[src/rtl/core/sobel_pkg.sv]
`default_nettype none
// ----------------------------------------------------------------------------
// sobel_pkg
// Shared types, constants and register codes of the streaming Sobel edge core.
// ----------------------------------------------------------------------------
package sobel_pkg;

  localparam int MAX_WIDTH_DEF  = 1024;
  localparam int MAX_HEIGHT_DEF = 1024;

  localparam int PIX_W       = 8;
  localparam int SIZE_W      = 11;
  localparam int THR_W       = 8;
  localparam int ADDR_W      = 4;
  localparam int DATA_W      = 32;
  localparam int QUEUE_DEPTH = 8;
  localparam int SIZE_MIN    = 3;

  localparam logic [SIZE_W-1:0] WIDTH_RST  = 11'd640;
  localparam logic [SIZE_W-1:0] HEIGHT_RST = 11'd480;
  localparam logic [THR_W-1:0]  HIGH_RST   = 8'd200;
  localparam logic [THR_W-1:0]  LOW_RST    = 8'd100;
  localparam logic [PIX_W-1:0]  PIX_MAX    = 8'd255;

  typedef enum logic [1:0] {
    REG_IMAGE_WIDTH    = 2'd0,
    REG_IMAGE_HEIGHT   = 2'd1,
    REG_HIGH_THRESHOLD = 2'd2,
    REG_LOW_THRESHOLD  = 2'd3
  } reg_idx_t;

  typedef logic [PIX_W-1:0] pix_t;

  // window[row][col], row 0 oldest line, col 2 newest pixel
  typedef logic [2:0][2:0][PIX_W-1:0] sobel_win_t;

  typedef struct packed {
    logic emit;      // item produces results
    logic inner;     // centre is off the border
    logic last_col;
    logic last_row;
  } sobel_tag_t;

  typedef struct packed {
    pix_t upper;
    pix_t middle;
  } sobel_line_t;

  typedef struct packed {
    pix_t value;
    logic last_col;
    logic last_row;
  } sobel_res_t;

endpackage

`default_nettype wire

[src/rtl/core/sobel_out_queue.sv]
`default_nettype none
// ----------------------------------------------------------------------------
// sobel_out_queue
// Result queue and output register; an entry at the last column is sent as
// the centre item followed by the right border item.
// ----------------------------------------------------------------------------
module sobel_out_queue #(
  parameter int DEPTH = sobel_pkg::QUEUE_DEPTH
) (
  input  wire                              clk,
  input  wire                              rst,
  input  wire                              push,
  input  wire sobel_pkg::sobel_res_t       push_data,
  output logic [$clog2(DEPTH+1)-1:0]       count,
  output logic                             result_valid,
  input  wire                              result_stall,
  output sobel_pkg::pix_t                  edge_value,
  output logic                             last_of_run,
  output logic                             end_of_frame
);

  localparam int PTR_W = (DEPTH > 1) ? $clog2(DEPTH) : 1;
  localparam int CNT_W = $clog2(DEPTH+1);

  sobel_pkg::sobel_res_t q [DEPTH];
  logic [PTR_W-1:0]      wr_ptr, rd_ptr;
  logic [PTR_W-1:0]      wr_ptr_next, rd_ptr_next;

  logic                  ov;
  logic                  ophase;   // second item of a last-column entry
  sobel_pkg::sobel_res_t ores;

  logic take, done, load;

  assign take = ov & ~result_stall;
  assign done = take & (ophase | ~ores.last_col);
  assign load = (~ov | done) & (count != '0);

  assign wr_ptr_next = (wr_ptr == PTR_W'(DEPTH-1)) ? '0 : wr_ptr + PTR_W'(1);
  assign rd_ptr_next = (rd_ptr == PTR_W'(DEPTH-1)) ? '0 : rd_ptr + PTR_W'(1);

  always_ff @(posedge clk) begin
    if (push) begin
      q[wr_ptr] <= push_data;
    end
    if (load) begin
      ores <= q[rd_ptr];
    end
  end

  always_ff @(posedge clk) begin
    if (rst) begin
      ov     <= 1'b0;
      ophase <= 1'b0;
      wr_ptr <= '0;
      rd_ptr <= '0;
      count  <= '0;
    end else begin
      if (load) begin
        ov     <= 1'b1;
        ophase <= 1'b0;
        rd_ptr <= rd_ptr_next;
      end else if (done) begin
        ov <= 1'b0;
      end else if (take) begin
        ophase <= 1'b1;
      end
      if (push) begin
        wr_ptr <= wr_ptr_next;
      end
      unique case ({push, load})
        2'b10:   count <= count + CNT_W'(1);
        2'b01:   count <= count - CNT_W'(1);
        default: count <= count;
      endcase
    end
  end

  assign result_valid = ov;
  assign edge_value   = ophase ? '0 : ores.value;
  assign last_of_run  = ophase | ~ores.last_col;
  assign end_of_frame = ophase & ores.last_row;

endmodule

`default_nettype wire

[config.mk]
export PLATFORM = sky130hd
export DESIGN_NAME = sobel_out_queue
export DESIGN_NICKNAME = d
export VERILOG_FILES = /design/src/rtl/core/sobel_pkg.sv /design/src/rtl/core/sobel_out_queue.sv
export SDC_FILE = /design/constraint.sdc
export NUM_CORES = 1
export LEC_CHECK = 0
export ABC_AREA = 1
export BUFFER_PORTS_ARGS = -buffer_cell sky130_fd_sc_hd__buf_2
export CORE_UTILIZATION = 25
export DETAILED_ROUTE_END_ITERATION = 10
export PLACE_DENSITY_LB_ADDON = 0.1
export SYNTH_ARGS = -nofsm -noshare
export SYNTH_HDL_FRONTEND = slang
export SYNTH_SLANG_ARGS = --single-unit
[constraint.sdc]
create_clock -name clk -period 3 [get_ports clk]
set_clock_uncertainty 0.15 [all_clocks]
set_input_delay 0.6 -clock clk [delete_from_list [all_inputs] [get_ports clk]]
set_output_delay 0.6 -clock clk [all_outputs]
set_load 0.005 [all_outputs]
==> flow_summary.ini <==
[detailed_routing]
wl_um = 9490
post-route-drc-count = 0
vias_per_cell = 4.19
dr.first_iter.drc_count = 148
wire_per_inst_um = 15.5
ant_nets = 0
drt_pass1_iterations = 4
num_vias = 2562

[floorplanning]
fp.dieArea_sq_mm = 0.0174
core_region_area_sq_mm = 0.0165
std_cell_rows = 47
io_pins = 29
die_w_um = 132
die_y_um = 132
start_util = 0.256

[flow_run]
drv_cap = 0

[pwr]
total_power_uw = 4370
power_leakage_uw = 0.00184
p_switching_uw = 1440
vdd_drop_max_mv = 0.360
seqPwrFrac = 0.414
p_sw_frac = 0.330
p_int_uw = 2930
power_frac_clock = 0.286
p_per_area_mw_per_mm2 = 888
combinationalPowerShare = 0.300

[global_route]
grt_max_degree = 43
first_global_vias = 2479
grt_pass1_wl_um = 14700
antenna_found_initial = 0
overflow = 0
grtUsageTotal = 0.117

[clocking]
ctsResizeCount = 0
cts_sinks = 102
cts_hold_buffers = 0
cts_setup_buffers = 0
cts_tree = done
cts_max_level = 3
path_clk_slew_ns = 0.07
insertion_delay_ns = 0.35
cts_buffers = 9
clock_path_buffers = 2
cts-root-buf = clkbuf_16

[run_status]
status = finished clean

[place]
numPortBuffers = 28
post-dp-hpwl_um = 5730
gp_congestion = 0.713
dpl.cell_count = 598

[sta]
fmax_mhz = 444
rsz0062_at_grt = no
final_hold_viol_count = 0
setup_viol = 0
finalMaxSlewViolations = 0
min_period_ns = 2.25
worst_slew_pin_slew_ns = 0.517
finalSetupTns_ns = 0
slew_headroom = 0.655
finalCritPeriodShare = 0.750
fin_hold_ws_ns = 0.349

[yosys]
ys_seq_elements = 102
synth.area.top_cells = edfxtp_1 64%, dfxtp_1 5.7%, nor2_1 5.3%
synth_top_family_by_area = simple AND/OR/NAND/NOR gates
synthXorXnorAreaFrac = 0.00414
synthesis.nets = 373
synth_area_sq_mm = 0.00423
synth_mux_area_frac = 0.0237
yosysMostFrequentCell = edfxtp_1
synth_cells = 352
yosys.area_share.adder = 0.0207
synth_top_cells_by_count = 90 x edfxtp_1, 60 x nor2_1, 43 x nand2_1
yosysUniqueCellTypes = 29
yosysTopAreaCellShare = 0.639
synthArstFlopShare = 0
synth_compound_area_frac = 0.0896
seq_area_frac_synth = 0.696
synth.largest_area_cell = edfxtp_1
yosys_warnings = 0
yosys.area_share.simple = 0.108
avgSynthCellArea_sq_um = 12.0
synth_edf_count = 90
synthFlopType = edfxtp_1

[worst_setup_path]
worst_setup_path_end_kind = register
worst_ep_required_time_ns = 3.10
critPathKind = reg2reg
cp-start-kind = register
worstPathArrival_ns = 2.35
timing.critical_path.fanout_max = 11

[cells_and_area]
final_util = 0.298
synthToLayoutAreaGrowth_pct = 16.3
drive_gt1_frac = 0.156
instances_no_fill = 612
n_antenna_cell = 0
nets = 410
fillers = 1689

[min_path]
hold_class = reg2reg
==> power groups by stage <==
stage / logic, uW / clock network (uW) / registers (uW)
2_1_floorplan: 987 / 0 / 1840
3_3_place_gp: 1340 / 0 / 1840
3_5_place_dp: 1340 / 0 / 1840
4_1_cts: 1340 / 1290 / 1810
5_1_grt: 1510 / 1330 / 1830
6_report: 1310 / 1250 / 1810
==> per-layer routing <==
layer  share of wire  up-vias  track usage
met5               0        -            0
met4           0.021        0       0.0620
met3           0.023       11       0.0227
met2            0.46       33        0.179
met1            0.50     1223        0.157
li1                -     1295            -
==> path summary, 6_finish.rpt <==
check | startpoint | depth (start not counted) | slack (ns) | to
worst min register to register | result_valid | 2 | 0.35 | result_valid
worst max-delay path | ophase | 13 | 0.75 | count[2]
worst min-delay path | result_valid | 2 | 0.35 | result_valid
worst max register to register | ophase | 13 | 0.75 | count[2]
==> logic make-up after synthesis <==
family | after synthesis
and+or+nand+nor | 115
DFF | 102
AOI/OAI and AO/OA | 72
buffers and inverters | 44
muxes | 10
adders and majority gates | 7
xor gates and xnor gates | 2
==> layout make-up <==
type / instances / area, sq um / share of cell area
Clock buffer: 9 / 225 / 0.0458
Clock inverter: 5 / 85.1 / 0.0173
Inverter: 29 / 114 / 0.0231
Multi-Input combinational cell: 206 / 1040 / 0.211
Sequential cell: 102 / 2940 / 0.598
Tap cell: 220 / 275 / 0.0560
Timing Repair Buffer: 41 / 238 / 0.0483
==> flip-flops by register name, indices dropped and copies added (netlist names) <==
register and cells:
wr_ptr 3, q 80, result_valid 1, ophase 1, count 4, rd_ptr 3, ores 10
==> metrics by stage <==
step	worst slack, ns	instance area, sq um
detailed placement	0.689	4610
finish	0.749	4920
global placement	0.695	4610
CTS	0.750	4920
floorplan	0.618	4230
global route	0.497	4920
==> placed cells by master (no fill, tap or decap), types with 2 or more instances in the layout <==
master,n
edfxtp_1,90
dfxtp_1,12
nand2_1,43
nand3_1,5
buf_2,28
ha_1,7
buf_4,13
clkbuf_16,9
o21ai_1,20
o21ai_0,29
bufinv_16,2
nor2_2,2
nor2_1,60
xnor2_1,2
o22ai_1,10
mux2i_1,10
a21oi_1,11
inv_1,28
inv_6,2
==> critical path, stage by stage, from the launching register on <==
cell,delay [ns]
dfxtp_1,0.53
nor2_1,0.13
o21ai_2,0.16
nand2_2,0.11
inv_1,0.09
ha_1,0.20
nand2_1,0.07
inv_1,0.08
nor2_2,0.04
ha_1,0.17
a21oi_1,0.15
xnor2_1,0.08
o21ai_0,0.14
inv_1,0.05
Note: power is estimated with default switching activity, not from simulation.
