[config.mk]
export PLATFORM = sky130hd
export DESIGN_NAME = sobel_grad
export DESIGN_NICKNAME = d
export VERILOG_FILES = /design/src/rtl/core/sobel_pkg.sv /design/src/rtl/core/sobel_grad.sv
export SDC_FILE = /design/constraint.sdc
export NUM_CORES = 1
export LEC_CHECK = 0
export ABC_AREA = 1
export BUFFER_PORTS_ARGS = -buffer_cell sky130_fd_sc_hd__buf_2
export CAP_MARGIN = 20
export CORE_AREA = 2 2 94 96
export CTS_BUF_LIST = sky130_fd_sc_hd__clkbuf_4
export DETAILED_ROUTE_END_ITERATION = 8
export DIE_AREA = 0 0 96 98
export GPL_ROUTABILITY_DRIVEN = 0
export PLACE_DENSITY = 0.77
export SYNTH_ARGS = -nofsm -noshare
export SYNTH_HDL_FRONTEND = slang
export SYNTH_SLANG_ARGS = --single-unit
[constraint.sdc]
create_clock -name clk -period 5.5 [get_ports clk]
set_input_delay 1.1 -clock clk [delete_from_list [all_inputs] [get_ports clk]]
set_output_delay 1.1 -clock clk [all_outputs]
set_load 0.03 [all_outputs]
[src/rtl/core/sobel_pkg.sv]
`default_nettype none
// ----------------------------------------------------------------------------
// sobel_pkg
// Shared types, constants and register codes of the streaming Sobel edge core.
// ----------------------------------------------------------------------------
package sobel_pkg;

  localparam int MAX_WIDTH_DEF  = 1024;
  localparam int MAX_HEIGHT_DEF = 1024;

  localparam int PIX_W       = 8;
  localparam int SIZE_W      = 11;
  localparam int THR_W       = 8;
  localparam int ADDR_W      = 4;
  localparam int DATA_W      = 32;
  localparam int QUEUE_DEPTH = 8;
  localparam int SIZE_MIN    = 3;

  localparam logic [SIZE_W-1:0] WIDTH_RST  = 11'd640;
  localparam logic [SIZE_W-1:0] HEIGHT_RST = 11'd480;
  localparam logic [THR_W-1:0]  HIGH_RST   = 8'd200;
  localparam logic [THR_W-1:0]  LOW_RST    = 8'd100;
  localparam logic [PIX_W-1:0]  PIX_MAX    = 8'd255;

  typedef enum logic [1:0] {
    REG_IMAGE_WIDTH    = 2'd0,
    REG_IMAGE_HEIGHT   = 2'd1,
    REG_HIGH_THRESHOLD = 2'd2,
    REG_LOW_THRESHOLD  = 2'd3
  } reg_idx_t;

  typedef logic [PIX_W-1:0] pix_t;

  // window[row][col], row 0 oldest line, col 2 newest pixel
  typedef logic [2:0][2:0][PIX_W-1:0] sobel_win_t;

  typedef struct packed {
    logic emit;      // item produces results
    logic inner;     // centre is off the border
    logic last_col;
    logic last_row;
  } sobel_tag_t;

  typedef struct packed {
    pix_t upper;
    pix_t middle;
  } sobel_line_t;

  typedef struct packed {
    pix_t value;
    logic last_col;
    logic last_row;
  } sobel_res_t;

endpackage

`default_nettype wire

[src/rtl/core/sobel_grad.sv]
`default_nettype none
// ----------------------------------------------------------------------------
// sobel_grad
// Sobel gradients of the window, magnitude, inversion and thresholding.
// ----------------------------------------------------------------------------
module sobel_grad (
  input  wire                              clk,
  input  wire                              rst,
  input  wire                              win_valid,
  input  wire sobel_pkg::sobel_win_t       win,
  input  wire sobel_pkg::sobel_tag_t       win_tag,
  input  wire [sobel_pkg::THR_W-1:0]       high_threshold,
  input  wire [sobel_pkg::THR_W-1:0]       low_threshold,
  output logic                             grad_busy,
  output logic                             res_valid,
  output sobel_pkg::sobel_res_t            res
);

  logic [9:0]            gx_pos, gx_neg, gy_pos, gy_neg;
  logic                  gv;
  logic signed [10:0]    gx, gy;
  sobel_pkg::sobel_tag_t gtag;

  logic [9:0]            ax, ay;
  logic [10:0]           mag;
  sobel_pkg::pix_t       inv;
  sobel_pkg::pix_t       thr;

  always_comb begin
    gx_pos = 10'(win[0][2]) + 10'({win[1][2], 1'b0}) + 10'(win[2][2]);
    gx_neg = 10'(win[0][0]) + 10'({win[1][0], 1'b0}) + 10'(win[2][0]);
    gy_pos = 10'(win[2][0]) + 10'({win[2][1], 1'b0}) + 10'(win[2][2]);
    gy_neg = 10'(win[0][0]) + 10'({win[0][1], 1'b0}) + 10'(win[0][2]);
  end

  always_ff @(posedge clk) begin
    if (win_valid) begin
      gx   <= $signed({1'b0, gx_pos}) - $signed({1'b0, gx_neg});
      gy   <= $signed({1'b0, gy_pos}) - $signed({1'b0, gy_neg});
      gtag <= win_tag;
    end
  end

  always_ff @(posedge clk) begin
    if (rst) begin
      gv <= 1'b0;
    end else begin
      gv <= win_valid;
    end
  end

  always_comb begin
    ax  = gx[10] ? 10'(-gx) : 10'(gx);
    ay  = gy[10] ? 10'(-gy) : 10'(gy);
    mag = 11'(ax) + 11'(ay);
    inv = sobel_pkg::PIX_MAX - mag[7:0];
    // high test wins when the thresholds cross
    priority if (inv > high_threshold) begin
      thr = sobel_pkg::PIX_MAX;
    end else if (inv < low_threshold) begin
      thr = '0;
    end else begin
      thr = inv;
    end
  end

  assign grad_busy    = gv;
  assign res_valid    = gv & gtag.emit;
  assign res.value    = gtag.inner ? thr : '0;
  assign res.last_col = gtag.last_col;
  assign res.last_row = gtag.last_row;

endmodule

`default_nettype wire

==> results of run 1 <==
routing by layer:
metal | track usage | vias up | share of wire
met3 | 0.0147 | 18 | 0.037
met5 | 0 | - | 0
li1 | - | 1601 | -
met1 | 0.186 | 1450 | 0.41
met4 | 0.0473 | 0 | 0.020
met2 | 0.327 | 78 | 0.54
critical path, delay by kind of cell, from the launching register on:
kind	cells	cell delay, ps
adder cells (fa/ha/maj)	3	810
XOR/XNOR	1	160
AO/OA/AOI/OAI	6	1080
buffers and inverters	4	420
AND/OR/NAND/NOR	5	820
flip-flops	1	420
worst max-delay path by stage:
stage	start	endpoint	slack, ps	depth (start not counted)
after global routing	gy[1]	res[9]	40	19
after floorplan	gx[0]	res[9]	1000	19
after detailed placement	gy[0]	res[9]	680	20
after CTS	gy[0]	res[9]	310	20
final	gy[1]	res[9]	400	19
after global placement	gx[0]	res[9]	780	19
stage by stage:
stage,worst slack [ps],std cells
final,402,677
after global routing,37.9,677
after CTS,313,677
after detailed placement,678,673
after global placement,781,673
after floorplan,1000,469
state kept, by name, indices dropped and copies added, names as in the netlist:
register	cells
grad_busy	1
gtag	2
gx	9
gy	9
res	2
timing repair:
action	in CTS	in global routing
hold buffers	0	0
endpoints found under the setup margin	0	7
resized for setup	0	1
synthesized netlist by cell type (4+ instances only):
library cell	number	area share
xnor2_1	6	0.013
nand2_1	43	0.039
edfxtp_1	22	0.16
o21ai_0	11	0.013
xor2_1	16	0.034
nor3_1	4	0.0049
nand2_2	5	0.0076
fa_1	63	0.31
inv_1	162	0.15
nand3_1	7	0.0085
nor2_1	22	0.020
a21oi_1	35	0.043
ha_1	48	0.15
kinds of logic (layout without fill, tap and decap cells):
kind of cell,after synthesis,count (layout),synth area share
AO/OA/AOI/OAI,62,62,0.0864
XOR/XNOR,24,24,0.0549
adder cells (fa/ha/maj),111,111,0.454
buffers and inverters,164,264,0.152
flip-flops,23,23,0.166
AND/OR/NAND/NOR,85,85,0.0867
final cells by class:
cell class              instances  share of cell area
multi-input cells             282               0.590
flip-flops and latches         23               0.143
inverters                     162               0.128
repair buffers                 98               0.103
well taps                     108              0.0285
clock buffers                   4             0.00633
==> results_dict.tcl, run 1 <==
set metrics [dict create \
    dieWidth_um 96 \
    drv_slew 0 \
    synth-seq-area-share 0.166 \
    share_of_flip_flops_with_an_asynchronous_set_or_reset 0 \
    total_die_area_um2 9410 \
    antenna-diode-count 0 \
    synth.avg_cell_area_um2 8.74 \
    ys_dominant_reg_cell "edfxtp_1" \
    synth_nets 675 \
    totalNegativeSetupSlack_ps 0 \
    ctsLongestPathBuffers 2 \
    worst_hold_path.endpoint "grad_busy" \
    fp.dieH_um 98 \
    layout.nets 776 \
    min_delay_worst_type "in -> reg" \
    most-common-layout-cells "inv_1 (162), buf_2 (98), fa_1 (63)" \
    cp-start-kind "register" \
    floorplan.core_area_um2 8470 \
    timing.max_slew.rel_slack 0.666 \
    multiInputGateArea_um2 2800 \
    cp_data_arrival_time_ps 4000 \
    layout-area-overhead-vs-synth_pct 15.7 \
    critical_path_required_ps 4400 \
    clock_tree_from_tritoncts "built" \
    post_drt_wl_per_cell_um 10.7 \
    classification_of_the_worst_setup_path "reg -> out" \
    pin_count_of_the_biggest_net_entering_global_routing 24 \
    first_global_vias 3374 \
    unrepaired_setup_endpoints_after_global_routing "no" \
    max_freq_ghz 0.196 \
    grt_antenna_before_repair 0 \
    routed_wirelength_um 7240 \
    worst_path_most_repeated_cell "a21oi_1" \
    sequential_cell_area_um2 681 \
    drive_gt1_frac 0.200 \
    number_of_h_tree_levels 1 \
    critical_path_peak_fanout 8 \
    layout.cells.most_common "inv_1" \
    globalRoute.totalOverflow 0 \
    finalCoreUtilization 0.560 \
    worst_setup_path_end_kind "output pin" \
    cell_area_after_technology_mapping_um2 4100 \
    detailedPlacementHpwl_um 6770 \
    final_cell_area_um2 4740 \
    worst_path_largest_cell_delay_ps 420 \
    fp-row-count 34 \
    whs_ps 927 \
    final_antenna_net_count 0 \
    pin_count 107 \
    final_min_period_over_clock_period 0.927 \
    ys_warn_count 0 \
    grt_pass1_wl_um 13000 \
    cts.clk_slew.worst_paths_ps 120 \
    via_count 3147 \
    final-hold-violation-count 0 \
    timing_worst_slew_pin_value_ps 502 \
    groute.usage.overall 0.167 \
    cts-root-buf "clkbuf_4" \
    period_minus_slack_ps 5100 \
    io_buffers 98 \
    syn-instance-count 469 \
    clock-sinks 23 \
    drtPass1Iterations 4 \
    initial_utilization 0.484 \
    first_iter_violations 71 \
    max_cap_viol_count 0 \
    run_status "completed" \
    hold_start "rst" \
    finalSetupViolCount 0 \
    synth_edf_count 22 \
    avgViaCountPerCell 4.65 \
    crit_chain "inv_1 -> ha_1 -> inv_1 -> nor2_1 -> a21oi_1 -> xor2_1 -> inv_1 -> ha_1 -> a21oi_1 -> o21ai_0 -> a21oi_1 -> nand3_1 -> and2_1 -> ha_1 -> nand4_1 -> o21ai_4 -> nand3_1 -> a21oi_1 -> buf_2" \
    placed_cell_area_um2 4710 \
    ys_seq_elements 23 \
    remaining_drc_errors 0 \
    n_fill_cell 756 \
    crit_path_top_delay_cell "edfxtp_1" \
    numCtsBuffers 3 \
    min_delay_path_depth 2 \
    post_cts_buffers 0 \
    ys_types 31 \
]
Power of run 1 is left out: the tool's default activity adds up to more than one toggle a clock period on the data nets, which glitch-free logic cannot reach.
==> run 2, diff against run 1 <==
- BUFFER_PORTS_ARGS: -buffer_cell sky130_fd_sc_hd__buf_2 -> not set
- CAP_MARGIN: 20 -> 10
- DONT_BUFFER_PORTS: not set -> 1
- PLACE_DENSITY: 0.77 -> 0.66
==> run 2 against run 1 <==
Against the previous run: non-clock buffer count down 97; sequential share of layout area up 1.5 points; first-iteration DRC count is 46% lower; critical endpoint is now res[8]; cell count down 14%; global-route usage down 1.1 points; hold slack lost 90 ps; wire length down 6.7%; die area unchanged; flip-flop and latch count is the same; setup slack improved by 110 ps; utilization down 5.3 points.
==> results_dict.tcl, run 2 (synthesis gave the netlist of run 1 again) <==
set metrics [dict create \
    pin_count 107 \
    most-common-layout-cells "inv_1 (162), fa_1 (63), ha_1 (48)" \
    clock_tree_from_tritoncts "built" \
    io_buffers 0 \
    dieWidth_um 96 \
    finalSetupViolCount 0 \
    antenna-diode-count 0 \
    cp_top_family "compound AO/OA/AOI/OAI gates" \
    layout.nets 679 \
    cp-start-kind "register" \
    grt_antenna_before_repair 0 \
    totalNegativeSetupSlack_ps 0 \
    post_drt_wl_per_cell_um 11.6 \
    worst_path_largest_cell_delay_ps 400 \
    worst_setup_path_end_kind "output pin" \
    unrepaired_setup_endpoints_after_global_routing "no" \
    cts-root-buf "clkbuf_4" \
    run_status "completed" \
    drv_slew 0 \
    layout-area-overhead-vs-synth_pct 4.82 \
    remaining_drc_errors 0 \
    detailedPlacementHpwl_um 6280 \
    crit_buf_inv 3 \
    globalRoute.totalOverflow 0 \
    cp_data_arrival_time_ps 3890 \
    avgViaCountPerCell 4.81 \
    max_freq_ghz 0.201 \
    timing_worst_slew_pin_value_ps 438 \
    routed_wirelength_um 6760 \
    min_delay_worst_type "in -> reg" \
    crit_path_top_delay_cell "edfxtp_1" \
    post_cts_buffers 0 \
    layout.cells.most_common "inv_1" \
    ctsLongestPathBuffers 2 \
    number_of_h_tree_levels 1 \
    pin_count_of_the_biggest_net_entering_global_routing 24 \
    total_die_area_um2 9410 \
    finalCoreUtilization 0.508 \
    floorplan.core_area_um2 8470 \
    timing.max_slew.rel_slack 0.705 \
    fp-row-count 34 \
    final_min_period_over_clock_period 0.907 \
    initial_utilization 0.484 \
    drtPass1Iterations 4 \
    cts.clk_slew.worst_paths_ps 130 \
    max_cap_viol_count 0 \
    via_count 2791 \
    numCtsBuffers 3 \
    fp.dieH_um 98 \
    final_antenna_net_count 0 \
    largest_regs "gx: 9 flops, gy: 9 flops" \
    crit_chain "inv_1 -> ha_1 -> inv_1 -> nor2_2 -> a21oi_1 -> xor2_1 -> inv_1 -> ha_1 -> a21oi_2 -> o21ai_0 -> a21oi_1 -> nand3_1 -> and2_1 -> ha_1 -> nand2_1 -> nor2_1 -> nand2_1 -> o211ai_1 -> o21ai_4 -> a21oi_2" \
    classification_of_the_worst_setup_path "reg -> out" \
    final-hold-violation-count 0 \
    period_minus_slack_ps 4990 \
    first_iter_violations 38 \
    groute.usage.overall 0.156 \
    critical_path_peak_fanout 8 \
    first_global_vias 2974 \
    clock-sinks 23 \
    critical_path_required_ps 4400 \
    drive_gt1_frac 0.0530 \
    grt_pass1_wl_um 11900 \
]
run 2: changes by cell type in the layout (fill, tap and decap cells not counted), sizes merged:
cell,previous run,this run
clkinvlp,0,1
clkbuf,4,3
buf,98,1
run 2: timing repair:
| item | in CTS | in global routing |
|---|---|---|
| hold buffers | 0 | 0 |
| endpoints found under the setup margin | 0 | 8 |
| gates resized for setup | 0 | 10 |
run 2: layout make-up:
cell class / count / area [µm²]
well taps: 108 / 135
multi-input cells: 282 / 2840
flip-flops and latches: 23 / 681
repair buffers: 1 / 7.51
fillers: 797 / 4170
clock buffers: 3 / 22.5
inverters: 162 / 608
clock inverters: 1 / 7.51
run 2: final timing paths:
check                 cells after the start         to   from  slack [ps]
worst max-delay path                     20     res[8]  gy[0]         510
worst min-delay path                      1  grad_busy    rst         840
run 2: metal layers:
| metal | track usage | wire, µm |
|---|---|---|
| met1 | 0.190 | 2920 |
| met2 | 0.292 | 3530 |
| met3 | 0.0193 | 247 |
| met4 | 0.0264 | 58 |
| met5 | 0 | 0 |
run 2: per-stage QoR:
stage                     hold WS (ps)  instances  area (µm²)  setup slack, ps
after floorplan                   1170        469        4100             1000
after global placement            1170        576        4230              659
after detailed placement          1170        576        4230              526
after CTS                          829        580        4260              144
after global routing               817        580        4300             43.3
final                              837        580        4300              513
Power of run 2 is left out for the same reason.
==> run 3, diff against run 2 <==
--- a/config.mk
+++ b/config.mk
@@ -15,4 +15,5 @@
 export GPL_ROUTABILITY_DRIVEN = 0
 export PLACE_DENSITY = 0.66
+export REMOVE_ABC_BUFFERS = 1
 export SYNTH_ARGS = -nofsm -noshare
 export SYNTH_HDL_FRONTEND = slang
==> constraint.sdc (replaced) <==
create_clock -name clk -period 5.5 [get_ports clk]
set_input_delay 0.275 -clock clk [delete_from_list [all_inputs] [get_ports clk]]
set_output_delay 0.275 -clock clk [all_outputs]
set_load 0.03 [all_outputs]
==> run 3 against run 2 <==
Against the previous run: maximum frequency up 13%; global-route usage hardly changed; sequential share of layout area up 0.14 points; utilization shrank 0.44 points; die area is the same; hold slack worse by 790 ps; non-clock buffer count did not move; via count increased by 0.21%; critical path depth is 1 lower; critical endpoint is now res[9]; largest cell class unchanged.
==> results_dict.tcl, run 3 (synthesis gave the netlist of run 1 again) <==
set metrics [dict create \
    run_status "completed" \
    cp_data_arrival_time_ps 4150 \
    ctsLongestPathBuffers 2 \
    crit_path_top_delay_cell "a21oi_1" \
    first_iter_violations 49 \
    most-common-layout-cells "inv_1 (162), fa_1 (63), ha_1 (48)" \
    crit_end "res[9]" \
    timing_worst_slew_pin_value_ps 656 \
    period_minus_slack_ps 4430 \
    groute.usage.overall 0.156 \
    post_drt_wl_per_cell_um 11.4 \
    unrepaired_setup_endpoints_after_global_routing "no" \
    pin_count_of_the_biggest_net_entering_global_routing 24 \
    critical_path_depth 19 \
    initial_utilization 0.484 \
    n_fill_cell 833 \
    floorplan.core_area_um2 8470 \
    pin_count 107 \
    timing.max_slew.rel_slack 0.564 \
    crit_path_start "gx[0]" \
    post_cts_buffers 0 \
    finalSetupViolCount 0 \
    cp_top_family "compound AO/OA/AOI/OAI gates" \
    whs_ps 45.1 \
    cp-start-kind "register" \
    avgViaCountPerCell 4.82 \
    dieWidth_um 96 \
    routed_wirelength_um 6610 \
    drv_slew 0 \
    totalNegativeSetupSlack_ps 0 \
    grt_pass1_wl_um 11800 \
    crit_buf_inv 3 \
    cts-resized-gates 0 \
    worst_setup_path_end_kind "output pin" \
    clock_tree_from_tritoncts "built" \
    classification_of_the_worst_setup_path "reg -> out" \
    layout.cells.most_common "inv_1" \
    fp.dieH_um 98 \
    max_cap_viol_count 0 \
    layout-area-overhead-vs-synth_pct 3.91 \
    layout.nets 679 \
    critical_path_peak_fanout 8 \
    fp-row-count 34 \
    final-hold-violation-count 0 \
    grt_antenna_before_repair 0 \
    number_of_h_tree_levels 1 \
    clock-sinks 23 \
    hold_start "win_tag[3]" \
    final_min_period_over_clock_period 0.805 \
    cts-root-buf "clkbuf_4" \
    drtPass1Iterations 4 \
    numCtsBuffers 3 \
    antenna-diode-count 0 \
    io_buffers 0 \
    remaining_drc_errors 0 \
    worst_path_largest_cell_delay_ps 610 \
    crit_chain "inv_1 -> ha_1 -> inv_1 -> o31ai_1 -> xnor2_1 -> inv_1 -> ha_1 -> a21oi_1 -> o21ai_0 -> a21oi_1 -> nand3_1 -> and2_1 -> ha_1 -> nand2_1 -> nor2_1 -> nand2_1 -> o211ai_1 -> o21ai_1 -> a21oi_1" \
    largest_regs "gx: 9 flops, gy: 9 flops" \
    critical_path_required_ps 5220 \
    final_antenna_net_count 0 \
    drive_gt1_frac 0.0318 \
    total_die_area_um2 9410 \
    cts.clk_slew.worst_paths_ps 130 \
    via_count 2797 \
    first_global_vias 2923 \
    globalRoute.totalOverflow 0 \
    min_delay_worst_type "in -> reg" \
    detailedPlacementHpwl_um 6210 \
    max_freq_ghz 0.226 \
]
-- run 3: changes by cell type in the layout (fill, tap and decap cells not counted) --
cell / previous run / this run
o21ai_1: 1 / 2
a21oi_2: 8 / 1
nor2_1: 21 / 22
buf_4: 1 / 0
a21oi_1: 28 / 35
nor2_2: 1 / 0
o21ai_4: 2 / 1
dlygate4sd3_1: 0 / 1
-- run 3: how the worst min path moves through the flow --
stage / end / slack [ps] / cells after the start
after detailed placement: grad_busy / 350 / 1
after global placement: grad_busy / 350 / 1
after floorplan: grad_busy / 350 / 1
after global routing: gtag[3] / 20 / 0
final: gtag[3] / 50 / 0
after CTS: grad_busy / 0.3 / 1
-- run 3: cell type report --
| type | instances | area [µm²] | area share |
|---|---|---|---|
| Clock buffer | 3 | 22.5 | 0.00529 |
| Sequential cell | 23 | 681 | 0.160 |
| Timing Repair Buffer | 1 | 10.0 | 0.00235 |
| Inverter | 162 | 608 | 0.143 |
| Multi-Input combinational cell | 282 | 2800 | 0.656 |
| Clock inverter | 1 | 7.51 | 0.00176 |
| Tap cell | 108 | 135 | 0.0317 |
-- run 3: metrics by stage --
stage | instances | setup slack, ps | area, µm² | utilization
finish | 580 | 1070 | 4260 | 0.503
global placement | 575 | 1480 | 4220 | 0.499
global route | 580 | 539 | 4260 | 0.503
detailed placement | 575 | 1430 | 4220 | 0.499
floorplan | 467 | 1820 | 4090 | -
CTS | 579 | 1040 | 4250 | 0.502
-- run 3: what timing repair did --
| action | in CTS | in global routing |
|---|---|---|
| endpoints found under the hold margin | 0 | 1 |
| setup endpoints to repair | 0 | 0 |
| hold buffers | 0 | 1 |
-- run 3: per-layer routing --
layer / routed length [µm] / track usage / vias up / share of wire
li1: - / - / 1410 / -
met1: 2850 / 0.186 / 1314 / 0.43
met2: 3420 / 0.289 / 63 / 0.52
met3: 244 / 0.0247 / 10 / 0.037
met4: 98 / 0.0341 / 0 / 0.015
met5: 0 / 0 / - / 0
Power of run 3 is left out for the same reason.
